===== src/hdl/lldp_pkg.sv =====
package lldp_pkg;

	localparam logic [15:0] LLDP_ETHERTYPE = 16'h88cc;
	localparam logic [4:0]  HDR_BYTES      = 5'd14;
	localparam int          CAP_BRIDGE_BIT = 2;
	localparam int          CAP_ROUTER_BIT = 4;

	localparam logic [6:0] TLV_END     = 7'd0;
	localparam logic [6:0] TLV_CHASSIS = 7'd1;
	localparam logic [6:0] TLV_PORT    = 7'd2;
	localparam logic [6:0] TLV_TTL     = 7'd3;
	localparam logic [6:0] TLV_CAPS    = 7'd7;
	localparam logic [6:0] TLV_MGMT    = 7'd8;

	localparam logic [7:0] CHASSIS_SUB_MAC  = 8'd4;
	localparam logic [7:0] CHASSIS_SUB_NET  = 8'd5;
	localparam logic [7:0] PORT_SUB_MAC     = 8'd3;
	localparam logic [7:0] MGMT_ADDR_LEN    = 8'd5;
	localparam logic [7:0] ADDR_FAMILY_IPV4 = 8'd1;

	localparam logic [1:0] CHASSIS_KIND_NONE  = 2'd0;
	localparam logic [1:0] CHASSIS_KIND_MAC   = 2'd1;
	localparam logic [1:0] CHASSIS_KIND_IPV4  = 2'd2;
	localparam logic [1:0] CHASSIS_KIND_OTHER = 2'd3;

	localparam logic [1:0] PORT_KIND_NONE  = 2'd0;
	localparam logic [1:0] PORT_KIND_MAC   = 2'd1;
	localparam logic [1:0] PORT_KIND_OTHER = 2'd2;

	typedef struct packed {
		logic [7:0] frame_byte;
		logic       frame_end;
	} frame_in_t;

	typedef struct packed {
		logic [15:0] time_to_live;
		logic [15:0] system_caps;
		logic [15:0] enabled_caps;
		logic        is_bridge;
		logic        is_router;
		logic [1:0]  chassis_kind;
		logic [47:0] chassis_address;
		logic [1:0]  port_kind;
		logic [47:0] port_mac;
		logic [31:0] mgmt_ipv4;
		logic        mgmt_valid;
	} summary_t;

endpackage


===== src/hdl/lldp_if.sv =====
interface lldp_in_if import lldp_pkg::*; ();
	logic      valid;
	logic      ready;
	frame_in_t data;

	modport source (output valid, output data, input ready);
	modport sink (input valid, input data, output ready);
endinterface

interface lldp_out_if import lldp_pkg::*; ();
	logic     valid;
	logic     ready;
	summary_t data;

	modport source (output valid, output data, input ready);
	modport sink (input valid, input data, output ready);
endinterface


===== src/hdl/lldp_walker.sv =====
module lldp_walker import lldp_pkg::*; (
	input  logic      clk,
	input  logic      arst_n,
	input  logic      fire,
	input  frame_in_t item,
	output logic      res_valid,
	output summary_t  res
);

	localparam logic [4:0] HDR_SAT = 5'd16;

	typedef enum logic [1:0] {PH_HDR0, PH_HDR1, PH_VALUE, PH_STOP} phase_t;

	typedef struct packed {
		logic [15:0] ttl;
		logic [15:0] sys_caps;
		logic [15:0] en_caps;
		logic [1:0]  ch_kind;
		logic [47:0] ch_addr;
		logic [1:0]  port_kind;
		logic [47:0] port_mac;
		logic [31:0] mgmt_ip;
		logic        mgmt_valid;
	} held_t;

	function automatic held_t commit_tlv(
		input logic [6:0]  kind,
		input logic [8:0]  len,
		input logic [7:0]  first,
		input logic [7:0]  second,
		input logic [47:0] gather,
		input held_t       held
	);
		held_t h;
		h = held;
		unique case (kind)
			TLV_CHASSIS: begin
				if (len >= 9'd1) begin
					if (first == CHASSIS_SUB_MAC && len == 9'd7) begin
						h.ch_kind = CHASSIS_KIND_MAC;
						h.ch_addr = gather;
					end else if (first == CHASSIS_SUB_NET && len >= 9'd6
							&& second == ADDR_FAMILY_IPV4) begin
						h.ch_kind = CHASSIS_KIND_IPV4;
						h.ch_addr = {16'h0000, gather[39:8]};
					end else begin
						h.ch_kind = CHASSIS_KIND_OTHER;
						h.ch_addr = '0;
					end
				end
			end
			TLV_PORT: begin
				if (len >= 9'd1) begin
					if (first == PORT_SUB_MAC && len == 9'd7) begin
						h.port_kind = PORT_KIND_MAC;
						h.port_mac  = gather;
					end else begin
						h.port_kind = PORT_KIND_OTHER;
						h.port_mac  = '0;
					end
				end
			end
			TLV_TTL: begin
				if (len >= 9'd2) begin
					h.ttl = {first, second};
				end
			end
			TLV_CAPS: begin
				if (len >= 9'd4) begin
					h.sys_caps = {first, second};
					h.en_caps  = gather[39:24];
				end
			end
			TLV_MGMT: begin
				if (len >= 9'd6 && first == MGMT_ADDR_LEN && second == ADDR_FAMILY_IPV4) begin
					h.mgmt_ip    = gather[39:8];
					h.mgmt_valid = 1'b1;
				end
			end
			default: begin
			end
		endcase
		return h;
	endfunction

	logic [4:0]  hdr_cnt_q, hdr_cnt_d;
	logic [7:0]  type_hi_q, type_hi_d;
	logic        type_ok_q, type_ok_d;
	phase_t      phase_q, phase_d;
	logic [6:0]  kind_q, kind_d;
	logic [8:0]  len_q, len_d;
	logic [8:0]  vidx_q, vidx_d;
	logic [7:0]  first_q, first_d;
	logic [7:0]  second_q, second_d;
	logic [47:0] gather_q, gather_d;
	held_t       held_q, held_d, held_walk;
	logic [7:0]  b;
	logic        qualifies;

	assign b = item.frame_byte;

	always_comb begin
		hdr_cnt_d = hdr_cnt_q;
		type_hi_d = type_hi_q;
		type_ok_d = type_ok_q;
		phase_d   = phase_q;
		kind_d    = kind_q;
		len_d     = len_q;
		vidx_d    = vidx_q;
		first_d   = first_q;
		second_d  = second_q;
		gather_d  = gather_q;
		held_walk = held_q;

		if (hdr_cnt_q < HDR_BYTES) begin
			if (hdr_cnt_q == 5'd12) begin
				type_hi_d = b;
			end
			if (hdr_cnt_q == 5'd13) begin
				type_ok_d = ({type_hi_q, b} == LLDP_ETHERTYPE);
			end
		end else begin
			unique case (phase_q)
				PH_HDR0: begin
					kind_d  = b[7:1];
					len_d   = {b[0], 8'h00};
					phase_d = PH_HDR1;
				end
				PH_HDR1: begin
					len_d    = {len_q[8], b};
					vidx_d   = '0;
					first_d  = '0;
					second_d = '0;
					gather_d = '0;
					if (kind_q == TLV_END) begin
						phase_d = PH_STOP;
					end else if (len_d == 9'd0) begin
						// An empty value leaves every summary field as it was.
						phase_d = PH_HDR0;
					end else begin
						phase_d = PH_VALUE;
					end
				end
				PH_VALUE: begin
					if (vidx_q == 9'd0) begin
						first_d = b;
					end
					if (vidx_q == 9'd1) begin
						second_d = b;
					end
					for (int k = 1; k <= 6; k++) begin
						if (vidx_q == 9'(k)) begin
							gather_d[(6 - k) * 8 +: 8] = b;
						end
					end
					vidx_d = vidx_q + 9'd1;
					if (vidx_d >= len_q) begin
						held_walk = commit_tlv(kind_q, len_q, first_d, second_d,
							gather_d, held_q);
						phase_d = PH_HDR0;
					end
				end
				PH_STOP: begin
				end
				default: begin
				end
			endcase
		end

		if (hdr_cnt_q != HDR_SAT) begin
			hdr_cnt_d = hdr_cnt_q + 5'd1;
		end

		held_d = held_walk;
		if (item.frame_end) begin
			hdr_cnt_d = '0;
			type_hi_d = '0;
			type_ok_d = 1'b0;
			phase_d   = PH_HDR0;
			kind_d    = '0;
			len_d     = '0;
			vidx_d    = '0;
			first_d   = '0;
			second_d  = '0;
			gather_d  = '0;
			held_d    = '0;
		end
	end

	assign qualifies = (hdr_cnt_q >= 5'd15) && type_ok_q;
	assign res_valid = fire && item.frame_end && qualifies;

	always_comb begin
		res.time_to_live    = held_walk.ttl;
		res.system_caps     = held_walk.sys_caps;
		res.enabled_caps    = held_walk.en_caps;
		res.is_bridge       = held_walk.en_caps[CAP_BRIDGE_BIT];
		res.is_router       = held_walk.en_caps[CAP_ROUTER_BIT];
		res.chassis_kind    = held_walk.ch_kind;
		res.chassis_address = held_walk.ch_addr;
		res.port_kind       = held_walk.port_kind;
		res.port_mac        = held_walk.port_mac;
		res.mgmt_ipv4       = held_walk.mgmt_ip;
		res.mgmt_valid      = held_walk.mgmt_valid;
	end

	always_ff @(posedge clk or negedge arst_n) begin
		if (!arst_n) begin
			hdr_cnt_q <= '0;
			type_hi_q <= '0;
			type_ok_q <= 1'b0;
			phase_q   <= PH_HDR0;
			kind_q    <= '0;
			len_q     <= '0;
			vidx_q    <= '0;
			first_q   <= '0;
			second_q  <= '0;
			gather_q  <= '0;
			held_q    <= '0;
		end else if (fire) begin
			hdr_cnt_q <= hdr_cnt_d;
			type_hi_q <= type_hi_d;
			type_ok_q <= type_ok_d;
			phase_q   <= phase_d;
			kind_q    <= kind_d;
			len_q     <= len_d;
			vidx_q    <= vidx_d;
			first_q   <= first_d;
			second_q  <= second_d;
			gather_q  <= gather_d;
			held_q    <= held_d;
		end
	end

endmodule


===== src/hdl/lldp_out_reg.sv =====
module lldp_out_reg import lldp_pkg::*; (
	input  logic     clk,
	input  logic     arst_n,
	input  logic     load,
	input  summary_t res,
	output logic     can_take,
	lldp_out_if.source out
);

	logic     valid_q;
	summary_t data_q;

	always_ff @(posedge clk or negedge arst_n) begin
		if (!arst_n) begin
			valid_q <= 1'b0;
		end else if (load) begin
			valid_q <= 1'b1;
		end else if (out.ready) begin
			valid_q <= 1'b0;
		end
	end

	always_ff @(posedge clk) begin
		if (load) begin
			data_q <= res;
		end
	end

	assign can_take  = !valid_q || out.ready;
	assign out.valid = valid_q;
	assign out.data  = data_q;

endmodule


===== src/hdl/lldp_tlv_frame_parser.sv =====
// Channel       Dir  Payload                                   Request
// frame_in      in   frame_byte, frame_end                     one frame byte
// summary_out   out  caps, TTL, chassis, port, mgmt address    one summary per LLDP frame
//
// One frame byte is taken every cycle; the summary shows up the cycle after the final byte.
// The per-byte walker updates its state in the accepting cycle; a result register holds
// the summary. frame_in stalls only while that register is full and not being taken.
// Reset clears all parser state and the result register's valid flag; no clearing pass is needed.
module lldp_tlv_frame_parser import lldp_pkg::*; (
	input logic clk,
	input logic arst_n,
	lldp_in_if.sink frame_in,
	lldp_out_if.source summary_out
);

	logic     fire;
	logic     can_take;
	logic     res_valid;
	summary_t res;

	assign frame_in.ready = can_take;
	assign fire           = frame_in.valid && can_take;

	lldp_walker u_walker (
		.clk       (clk),
		.arst_n    (arst_n),
		.fire      (fire),
		.item      (frame_in.data),
		.res_valid (res_valid),
		.res       (res)
	);

	lldp_out_reg u_out_reg (
		.clk      (clk),
		.arst_n   (arst_n),
		.load     (res_valid),
		.res      (res),
		.can_take (can_take),
		.out      (summary_out)
	);

	a_result_from_last_byte: assert property (@(posedge clk) disable iff (!arst_n)
		$rose(summary_out.valid) |->
			$past(frame_in.valid && frame_in.ready && frame_in.data.frame_end))
		else $error("summary appeared without a final frame byte");

	a_stall_only_when_full: assert property (@(posedge clk) disable iff (!arst_n)
		!frame_in.ready |-> summary_out.valid)
		else $error("input stalled with an empty result register");

	a_flags_match_caps: assert property (@(posedge clk) disable iff (!arst_n)
		summary_out.valid |->
			summary_out.data.is_bridge == summary_out.data.enabled_caps[CAP_BRIDGE_BIT]
			&& summary_out.data.is_router == summary_out.data.enabled_caps[CAP_ROUTER_BIT])
		else $error("bridge or router flag disagrees with enabled capabilities");

	a_port_mac_kind: assert property (@(posedge clk) disable iff (!arst_n)
		summary_out.valid && summary_out.data.port_kind != PORT_KIND_MAC |->
			summary_out.data.port_mac == 48'h0)
		else $error("port MAC set for a non-MAC port ID");

endmodule


===== src/flat_wrapper.sv =====
// flat-port wrapper written by rule: the top's interface ports become plain ports
module lldp_tlv_frame_parser_flat import lldp_pkg::*;
  (clk, arst_n, frame_in_valid, frame_in_data, frame_in_ready, summary_out_valid, summary_out_data, summary_out_ready);
  lldp_in_if frame_in_i ();
  lldp_out_if summary_out_i ();
  input logic clk;
  input logic arst_n;
  input wire logic [$bits(frame_in_i.valid)-1:0] frame_in_valid;
  input wire logic [$bits(frame_in_i.data)-1:0] frame_in_data;
  output wire logic [$bits(frame_in_i.ready)-1:0] frame_in_ready;
  output wire logic [$bits(summary_out_i.valid)-1:0] summary_out_valid;
  output wire logic [$bits(summary_out_i.data)-1:0] summary_out_data;
  input wire logic [$bits(summary_out_i.ready)-1:0] summary_out_ready;
  assign frame_in_i.valid = frame_in_valid;
  assign frame_in_i.data = frame_in_data;
  assign frame_in_ready = frame_in_i.ready;
  assign summary_out_valid = summary_out_i.valid;
  assign summary_out_data = summary_out_i.data;
  assign summary_out_i.ready = summary_out_ready;
  lldp_tlv_frame_parser u_core (.clk(clk), .arst_n(arst_n), .frame_in(frame_in_i), .summary_out(summary_out_i));
endmodule

===== config.mk =====
export PLATFORM = sky130hd
export DESIGN_NAME = lldp_tlv_frame_parser_flat
export DESIGN_NICKNAME = d
export VERILOG_FILES = /design/src/hdl/lldp_pkg.sv /design/src/hdl/lldp_if.sv /design/src/hdl/lldp_walker.sv /design/src/hdl/lldp_out_reg.sv /design/src/hdl/lldp_tlv_frame_parser.sv /design/src/flat_wrapper.sv
export SDC_FILE = /design/constraint.sdc
export NUM_CORES = 1
export LEC_CHECK = 0
export BUFFER_PORTS_ARGS = -buffer_cell sky130_fd_sc_hd__buf_2
export CORE_AREA = 5 5 205 207
export DETAILED_ROUTE_END_ITERATION = 16
export DIE_AREA = 0 0 210 212
export PLACE_DENSITY_LB_ADDON = 0.12
export SLEW_MARGIN = 20
export SYNTH_ARGS = -nofsm -noshare
export SYNTH_HDL_FRONTEND = slang
export SYNTH_SLANG_ARGS = --single-unit

===== constraint.sdc =====
create_clock -name clk -period 18.42 [get_ports clk]
set_clock_uncertainty 0.05 [all_clocks]
set_input_delay 1.842 -clock clk [delete_from_list [all_inputs] [get_ports clk]]
set_output_delay 1.842 -clock clk [all_outputs]
set_load 0.01 [all_outputs]

### Word-level counts from Yosys, hierarchy flattened

Index checks and enable logic that the tools add are counted.

| word-level totals | value |
|---|---|
| bits in writable memories | 0 |
| bits in read-only memories | 0 |
| memories kept | 0 |
| input port bits | 13 |
| flip-flop bits (word level) | 470 |
| output and inout bits | 185 |
| bits in latches | 0 |

| cells by class | value |
|---|---|
| multiply operators | 0 |
| add/sub/neg operators | 2 |
| mux-type cells | 63 |
| bitwise operators | 0 |
| shift operators | 0 |
| eq/ne operators | 25 |
| reduce and logical (&&, ||, !) cells | 31 |
| div/mod/pow operators | 0 |
| order comparisons | 7 |

Operators by type and width:

| kind | number |
|---|---|
| 2-to-1 mux 181 bit | 4 |
| 2-to-1 mux 50 bit | 6 |
| 2-to-1 mux 8 bit | 19 |
| 2-to-1 mux 48 bit | 2 |
| case mux 48 bit (2 select lines) | 1 |
| 2-to-1 mux 33 bit | 2 |
| 2-to-1 mux 32 bit | 2 |
| 2-to-1 mux 49 bit | 1 |
| == test 9 x 3 -> 1 bit, second input constant | 4 |
| 2-to-1 mux 9 bit | 4 |
| case mux 9 bit (2 select lines) | 2 |
| 2-to-1 mux 16 bit | 2 |
| case mux 8 bit (2 select lines) | 2 |
| 2-to-1 mux 7 bit | 3 |
| == test 9 x 2 -> 1 bit, second input constant | 2 |
| greater-or-equal comparator 9 x 3 -> 1 bit, second input constant | 2 |
| logical NOT 9 bit | 2 |
| == test 16 bit, second input constant | 1 |
| == test 8 x 3 -> 1 bit, second input constant | 2 |
| AND reduction 3 bit | 5 |
| == test 7 x 2 -> 1 bit, second input constant | 2 |
| nonzero test 2 bit | 6 |
| == test 5 x 4 -> 1 bit, second input constant | 2 |
| 2-to-1 mux 2 bit | 5 |
| 30 further kinds | 45 |

### Longest topological paths before layout

Gate-level depths: netlist (run 1).

| logic depth | value |
|---|---|
| depth after elaboration | 15 |
| gate-level depth with buffers | 15 |

### Hierarchy

A second synthesis (run 1) with hierarchy kept.

| second synthesis, totals | value |
|---|---|
| cell total of the unflattened synthesis | 1949 |
| area, all modules | 21692.1 sq um |

By module, submodules not included:

| module | instances | area an instance (sq um) | cells each | sequential area each (sq um) |
|---|---|---|---|---|
| lldp_walker | 1 | 16143.0 | 1762 | 7156.9 |
| lldp_out_reg | 1 | 5542.8 | 186 | 5520.3 |
| lldp_tlv_frame_parser | 1 | 6.3 | 1 | 0.0 |

### Worst setup path after synthesis (run 1)

Ideal clock, no wire load.

| timing path | value |
|---|---|
| path kind | input -> register |
| from | input port frame_in_data[0] |
| to | register u_core.u_out_reg.data_q, in the netlist u_core.u_out_reg.out.data[0] (enable) |
| arrival | 11506 ps |
| data required time | 17586 ps |
| slack | 6081 ps |
| stages on the path | 5 |
| setup time | 784 ps |
| cells stage by stage | clkbuf_1 clkbuf_1 buf_1 nand3_1 a21oi_1 |

| on the way | value |
|---|---|
| word-level cells in the longest chain between the ends | 2 |

Ends and longest elaborated chain:

| element | RTL line | source |
|---|---|---|
| start: declaration | flat_wrapper.sv:9 | `input wire logic [$bits(frame_in_i.data)-1:0] frame_in_data;` |
| logical AND 1 bit (2 in series) | lldp_walker.sv:191 | `assign res_valid = fire && item.frame_end && qualifies;` |
| net u_core.res_valid | lldp_tlv_frame_parser.sv:18 | `logic res_valid;` |
| end signal: assignment | lldp_out_reg.sv:25 | `data_q <= res;` |
| end: declaration | lldp_out_reg.sv:11 | `summary_t data_q;` |

The timed path passes the listed nets, and every way through them passes these cells.
A chain may end at the register's enable or synchronous reset.

### Worst setup path in the final report (run 1)

| timing path | value |
|---|---|
| from | input port frame_in_data[4] |
| to | register u_core.u_walker.held_q[37] in the netlist's numbering |

| on the way | value |
|---|---|
| word-level cells in the longest chain between the ends | 12 |

Ends and longest elaborated chain:

| element | RTL line | source |
|---|---|---|
| 2-to-1 mux 8 bit | lldp_walker.sv:145 | `if (vidx_q == 9'd0) begin` |
| 2-to-1 mux 8 bit | lldp_walker.sv:123 | `unique case (phase_q)` |
| 2-to-1 mux 8 bit | lldp_walker.sv:115 | `if (hdr_cnt_q < HDR_BYTES) begin` |
| == test 8 x 2 -> 1 bit | lldp_walker.sv:54 | `if (first == PORT_SUB_MAC && len == 9'd7) begin` |
| logical AND 1 bit | lldp_walker.sv:54 |  |
| 2-to-1 mux 50 bit | lldp_walker.sv:54 |  |
| 2-to-1 mux 50 bit | lldp_walker.sv:53 | `if (len >= 9'd1) begin` |
| 2-to-1 mux 50 bit | lldp_walker.sv:36 | `unique case (kind)` |
| 2-to-1 mux 181 bit | lldp_walker.sv:157 | `if (vidx_d >= len_q) begin` |
| 2-to-1 mux 181 bit | lldp_walker.sv:123 |  |
| 2-to-1 mux 181 bit | lldp_walker.sv:115 |  |
| 2-to-1 mux 181 bit | lldp_walker.sv:175 | `if (item.frame_end) begin` |
| end signal: assignment | lldp_walker.sv:231 | `held_q <= held_d;` |
| end: declaration | lldp_walker.sv:96 | `held_t held_q, held_d, held_walk;` |

No other way between the ends. The select of a mux whose other input is x is not followed.

==> summary.txt, run 1 <==
Outcome
  • Status: complete, no violations

CTS
  • CTS resizes: 0
  • CTS tree: done
  • H-tree levels: 2
  • Clk Latency, worst-skew pair: 580 ps
  • Root Driver: clkbuf_16
  • Clock transition at the registers of the reported paths: 60 ps
  • Setup Buffers After CTS: 0
  • Clock Path Buffers: 3
  • Clock sink total: 468
  • CTS Buf Count: 48
  • Hold_buf cts: 0

Critical path
  • Worst endpoint required time: 18,860 ps
  • Worst Reg2Reg Path Length in Cells: 11
  • Worst EP arrival: 5400 ps
  • Setup crit end kind: flop
  • Critical Path Start Type: input pin
  • Worst Path Max Fanout: 21
  • Worst setup path category: in -> reg

Floorplanning
  • Initial Util: 54.09%
  • I/O Pins: 198
  • Die H: 212 um
  • Die area: 44,520 sq um
  • # rows: 74
  • Die X: 210 um
  • CORE AREA: 40,180 sq um

Placement
  • Final Wtd Congestion: 0.8847
  • Port bufs: 197
  • HPWL Detailed: 38,510 um

Detailed routing
  • Total number of vias: 16,981
  • Final ANT Viol Nets: 0
  • Iteration-0 DRC Markers: 1,593
  • DRC: 0
  • Via/cell ratio: 6.301
  • DRT Pass-1 Iters: 5
  • Avg WL per Cell: 23.12 um
  • Routed Wire Length: 62,310 um

STA
  • Period utilisation layout: 26.91%
  • Final Setup Violations: 0
  • Fin crit period: 4957 ps
  • RSZ-0062 raised after global routing: no
  • Final Max Slew Viols: 0
  • Hold Vio Cnt, Final: 0
  • Achievable Freq: 0.2017 GHz
  • Rel. slew slack: 27.58%
  • Setup TNS: 0 ps
  • Worst Max-Slew Pin Slew: 1056 ps

GRT
  • Grt ovf: 0
  • All-Layer GR Usage: 27.66%
  • Antenna violations before repair: 2
  • Number of global-route vias before repair: 16,442
  • Largest net degree at the start of global routing: 172
  • First-pass GRT wire length: 97,320 um

Worst hold path
  • Worst Hold Depth: 2
  • Hold Path Class: reg -> reg

Yosys
  • Synth warnings: 0
  • Number of synthesized flops with an enable pin: 181
  • Syn nets: 2,036
  • Ys async rst share: 61.32%
  • Ranking of synthesized cells by area: dfrtp_1 33%, edfxtp_1 25%, nand2_1 5.3%, o21ai_0 5.1%, mux2i_1 4.4%
  • Post-synthesis cell count: 2,003
  • Count of cell types in the netlist: 62
  • Synth top area share: 33.05%
  • Post-synth top area cell: dfrtp_1
  • Sequential-to-total area share from yosys stat: 58.05%
  • Syn avg cell area: 10.85 sq um
  • Mapped Area: 21,730 sq um
  • Main synth FF type: dfrtp_1
  • Seq cells post-synth: 468

Power and ir drop
  • Worst vdd ir: 0.06315 mV
  • Tot Pwr: 2.214 mW
  • Power per standard cell area: 89.36 nW/um^2
  • Leakage: 9.846 nW

Layout
  • Share of layout cells above drive strength 1: 16.78%
  • Area of the multi-input gates: 8479 sq um
  • Storage element area: 12,620 sq um
  • Diode count: 0
  • Layout area overhead: 14.02%
  • Fin nets: 2,156
  • # fillers: 3,319

Flow run
  • Max Cap Violations: 0
-- flip-flops by register name, indices dropped and copies added (netlist names), 8 cells and up --
register	count
u_core.u_walker.type_hi_q	8
u_core.u_walker.second_q	8
u_core.u_walker.gather_q	48
u_core.u_walker.held_q	181
u_core.u_walker.len_q	9
u_core.u_walker.first_q	8
u_core.u_walker.vidx_q	9
u_core.u_out_reg.out.data	181
-- per-layer routing --
metal / routed length, um / part of all wire [%] / vias up / global-route usage [%]
met4: 1894 / 3.0 / 2 / 9.383
li1: - / - / 7637 / -
met5: 10 / 0.016 / - / 0
met3: 4862 / 7.8 / 127 / 4.441
met2: 29220 / 47 / 779 / 42.90
met1: 26320 / 42 / 8436 / 40.34
-- cell usage after synthesis (7+ instances only) --
cell / count
nand2_1: 308
dfrtp_1: 287
o21ai_0: 220
edfxtp_1: 181
clkbuf_1: 139
mux2i_1: 96
o31ai_1: 75
nor2_1: 72
and2_1: 61
o21ai_1: 61
and3_1: 50
a221o_1: 41
a31oi_1: 35
nor2b_1: 33
a22o_1: 27
a221oi_1: 24
nand3_1: 21
o22a_1: 21
ha_1: 20
inv_1: 20
o2bb2ai_1: 19
mux2_2: 15
a21oi_1: 13
buf_1: 13
nor3_1: 12
o22ai_1: 10
o2bb2ai_2: 10
nor4_1: 9
buf_2: 8
nand2b_1: 8
nand4_1: 8
or4_1: 8
nor4b_1: 7
o221ai_1: 7
-- cell families after synthesis --
family / share of synthesized area [%]
buffers and inverters: 3.414
multiplexers: 5.199
AND/OR/NAND/NOR: 13.56
XOR/XNOR: 0.2821
AO/OA/AOI/OAI: 18.34
flip-flops: 58.05
adder cells (fa/ha/maj): 1.151
-- through the flow --
step	area, sq um	setup WS [ps]	utilization [%]	std cells	hold slack (ps)
4_1_cts	24760	13420	61.60	2694	434.6
3_3_place_gp	23120	12850	57.53	2604	411.4
3_5_place_dp	23120	12820	57.54	2604	420.9
6_report	24780	13460	61.67	2695	432.5
5_1_grt	24780	13240	61.67	2695	449.0
2_1_floorplan	21730	6081	-	2003	399.6
-- final timing paths --
path	endpoint	slack, ps	from
max	u_core.u_walker.held_q[37]	13460	frame_in_data[4]
min	u_core.u_walker.gather_q[1]	430	u_core.u_walker.gather_q[1]
max reg2reg	u_core.u_out_reg.out.data[138]	14010	u_core.u_walker.vidx_q[0]
min reg2reg	u_core.u_walker.gather_q[1]	430	u_core.u_walker.gather_q[1]
max in group asynchronous	u_core.u_walker.held_q[47]	15510	arst_n
min in group asynchronous	u_core.u_walker.vidx_q[2]	1240	arst_n
-- cells in the final DEF, fill, tap and decap left out, types with 8 or more instances in the layout --
master / synthesis / layout
o2bb2ai_1: 19 / 19
nor4_1: 9 / 8
o22ai_1: 10 / 10
buf_4: 3 / 37
clkbuf_1: 139 / 12
a22o_1: 27 / 27
ha_1: 20 / 20
o31ai_1: 75 / 75
mux2_2: 15 / 15
o22a_1: 21 / 21
a31oi_1: 35 / 35
nor2b_1: 33 / 33
a221o_1: 41 / 41
inv_1: 20 / 19
nor2_1: 72 / 72
o21ai_0: 220 / 219
and2_1: 61 / 61
mux2i_1: 96 / 93
clkinv_2: 0 / 9
nand3_1: 21 / 21
a21oi_1: 13 / 12
nor3_1: 12 / 12
clkbuf_16: 0 / 50
o2bb2ai_2: 10 / 10
and3_1: 50 / 50
a221oi_1: 24 / 24
o21ai_1: 61 / 59
edfxtp_1: 181 / 181
nand2_1: 308 / 304
dfrtp_1: 287 / 287
buf_2: 8 / 196
nand4_1: 8 / 8
-- critical path, cell delays in order --
cell,delay [ps]
buf_2,220
or4_1,680
or4b_4,540
mux2_2,290
or3_1,720
or3_1,830
o2bb2ai_1,260
-- layout make-up --
cell class | instances | area share (%)
repair buffers | 236 | 5.281
multi-input cells | 1349 | 34.22
flip-flops and latches | 468 | 50.91
clock buffers | 66 | 5.453
clock inverters | 24 | 1.141
well taps | 532 | 2.686
inverters | 20 | 0.3080
-- report_power, final --
group	internal, mW	switching [mW]
clock network	0.598	0.409
logic	0.0255	0.0774
registers	1.09	0.0126
(Power assumes the default switching activity.)
==> inputs of run 2 (changes only) <==
--- a/config.mk
+++ b/config.mk
@@ -6,9 +6,9 @@
 export NUM_CORES = 1
 export LEC_CHECK = 0
 export BUFFER_PORTS_ARGS = -buffer_cell sky130_fd_sc_hd__buf_2
-export CORE_AREA = 5 5 205 207
+export CORE_AREA = 5 5 207 209
 export DETAILED_ROUTE_END_ITERATION = 16
-export DIE_AREA = 0 0 210 212
+export DIE_AREA = 0 0 212 214
 export PLACE_DENSITY_LB_ADDON = 0.12
 export SLEW_MARGIN = 20
 export SYNTH_ARGS = -nofsm -noshare
==> constraint.sdc (replaced) <==
create_clock -name clk -period 4.3 [get_ports clk]
set_clock_uncertainty 0.05 [all_clocks]
set_input_delay 0.43 -clock clk [delete_from_list [all_inputs] [get_ports clk]]
set_output_delay 0.43 -clock clk [all_outputs]
set_load 0.01 [all_outputs]
==> summary.txt, run 2 (synthesis gave the netlist of run 1 again) <==
Outcome
  • Status: complete, no violations

Critical path
  • Worst endpoint required time: 4580 ps (-14,280 ps)
  • Worst path cell trace: ha_1, and3_1, nand3_1, xnor2_1, ha_1, nand4_1, a21oi_1, a21oi_1, or4_2, buf_12, o21ai_0
  • Worst Path Max Fanout: 81 (+290%)
  • CP top delay family: simple AND/OR/NAND/NOR gates
  • Max stage delay on crit path: 770 ps (-60 ps)
  • Setup crit end kind: flop
  • Critical path buffers and inverters: 1 (unchanged)
  • Worst path slowest cell: or4_2
  • Worst setup path category: reg -> reg
  • Worst EP arrival: 4240 ps (-1160 ps)
  • Critical Path Start Type: flop

Floorplanning
  • Die area: 45,370 sq um (+1.9%)
  • CORE AREA: 40,650 sq um (+1.2%)
  • # rows: 74 (unchanged)
  • Die H: 214 um (+0.94%)
  • I/O Pins: 198 (unchanged)
  • Initial Util: 53.47% (-0.62 points)
  • Die X: 212 um (+0.95%)

Detailed routing
  • DRC: 0 (unchanged)
  • Routed Wire Length: 63,560 um (+2.0%)
  • Final ANT Viol Nets: 0 (unchanged)
  • DRT Pass-1 Iters: 5 (unchanged)
  • Total number of vias: 17,220 (+1.4%)
  • Iteration-0 DRC Markers: 1,649 (+3.5%)
  • Via/cell ratio: 6.287 (-0.22%)
  • Avg WL per Cell: 23.21 um (+0.36%)

STA
  • Fin crit period: 3959 ps
  • Hold WS: 77.80 ps (-354.7 ps)
  • Setup TNS: 0 ps (unchanged)
  • Hold Vio Cnt, Final: 0 (unchanged)
  • Worst Max-Slew Pin Slew: 1041 ps (-14.64 ps)
  • RSZ-0062 raised after global routing: no
  • Final Setup Violations: 0 (unchanged)
  • Rel. slew slack: 30.57% (+3.0 points)
  • Final Max Slew Viols: 0 (unchanged)
  • Achievable Freq: 0.2526 GHz
  • Fin worst setup slack: 340.9 ps (-13,120 ps)
  • Period utilisation layout: 92.07%

CTS
  • Root Driver: clkbuf_16
  • Clock Path Buffers: 3 (unchanged)
  • Clock sink total: 468 (unchanged)
  • Clock transition at the registers of the reported paths: 60 ps (about the same)
  • CTS Buf Count: 48 (unchanged)
  • H-tree levels: 2 (unchanged)
  • CTS tree: done
  • Clk Latency, worst-skew pair: 590 ps (about the same)
  • CTS resizes: 0 (unchanged)

Power and ir drop
  • Part of the power in registers: 50.4% (+0.5 points)
  • Leakage: 10.10 nW (+2.6%)
  • Worst vdd ir: 0.2971 mV (+370%)
  • NetSw: 2.169 mW (+340%)
  • Pint: 7.219 mW (+320%)
  • Combinational power share: 4.9% (+0.3 points)
  • Power per standard cell area: 373.6 nW/um^2 (+320%)
  • Clock Power Share: 44.7% (-0.8 points)
  • Switching share of power: 23.11% (+0.59 points)

GRT
  • All-Layer GR Usage: 27.46% (-0.21 points)
  • Largest net degree at the start of global routing: 107 (-38%)
  • Number of global-route vias before repair: 16,627 (+1.1%)
  • First-pass GRT wire length: 98,930 um (+1.7%)
  • Antenna violations before repair: 0 (-2)
  • Grt ovf: 0 (unchanged)

Flow run
  • Max Cap Violations: 0 (unchanged)

Worst hold path
  • Hold Path Class: in -> reg

Layout
  • Diode count: 0 (unchanged)
  • Commonest non-fill, non-tap cell in the layout: nand2_1
  • Fin nets: 2,201 (+2.1%)
  • Most frequent cells in the layout: 304 x nand2_1, 287 x dfrtp_1, 219 x o21ai_0
  • Share of layout cells above drive strength 1: 18.35% (+1.6 points)
  • Layout area overhead: 15.62%
  • Layout Cells excl Fill: 2,739 (+1.6%)

Placement
  • Placed Cells: 2,649 (+1.7%)
  • Port bufs: 197 (unchanged)
  • Place WS: 447.4 ps (-12,370 ps)
  • Final Wtd Congestion: 0.8886 (+0.44%)
  • HPWL Detailed: 40,310 um (+4.7%)
[run 2: stage by stage]
| stage | power [mW] | util (%) | cell area [sq um] |
|---|---|---|---|
| final | 9.388 | 61.82 | 25130 |
| after global routing | 9.700 | 61.82 | 25130 |
| after CTS | 9.454 | 61.78 | 25110 |
| after detailed placement | 5.267 | 57.92 | 23540 |
| after global placement | 5.253 | 57.92 | 23540 |
| after floorplan | 5.065 | - | 21780 |
[run 2: worst min-delay path: cells and delay by family]
family	cells	cell delay [ps]
compound gates	1	100
buf+inv	2	140
[run 2: path summary, 6_finish.rpt]
check	startpoint	slack, ps	depth (start not counted)	end
setup / recovery	u_core.u_walker.vidx_q[0]	340	11	u_core.u_out_reg.out.data[149]
hold / removal	summary_out_ready	80	3	u_core.u_out_reg.out.valid
setup reg to reg	u_core.u_walker.vidx_q[0]	340	11	u_core.u_out_reg.out.data[149]
hold reg to reg	u_core.u_walker.gather_q[27]	430	2	u_core.u_walker.gather_q[27]
max in group asynchronous	arst_n	2700	3	u_core.u_walker.held_q[48]
min in group asynchronous	arst_n	440	2	u_core.u_walker.hdr_cnt_q[1]
[run 2: what timing repair did]
| action | 4_1_cts | 5_1_grt |
|---|---|---|
| endpoints found under the hold margin | 104 | 0 |
| hold buffers | 1 | 0 |
| buffers inserted | 0 | 0 |
[run 2: power groups by stage]
stage	combinational, mW	sequential (mW)	clock, mW
final	0.458	4.73	4.20
after global routing	0.508	4.74	4.46
after floorplan	0.269	4.80	0
after global placement	0.440	4.81	0
after CTS	0.455	4.73	4.27
after detailed placement	0.450	4.82	0
[run 2: layer usage]
| metal | part of all wire, % | wire length, um | up-vias | global-route usage, % |
|---|---|---|---|---|
| li1 | - | - | 7709 | - |
| met1 | 43 | 27510 | 8638 | 40.07 |
| met2 | 46 | 29420 | 764 | 42.56 |
| met3 | 7.6 | 4827 | 109 | 4.653 |
| met4 | 2.8 | 1797 | 0 | 8.203 |
| met5 | 0 | 0 | - | 0 |
[run 2: cell type report]
| type | instances | area (sq um) |
|---|---|---|
| repair buffers | 281 | 1729 |
| fillers | 3246 | 15520 |
| clock buffers | 63 | 1289 |
| flip-flops and latches | 468 | 12620 |
| inverters | 20 | 75.07 |
| clock inverters | 26 | 272.8 |
| well taps | 532 | 665.6 |
| multi-input cells | 1349 | 8479 |
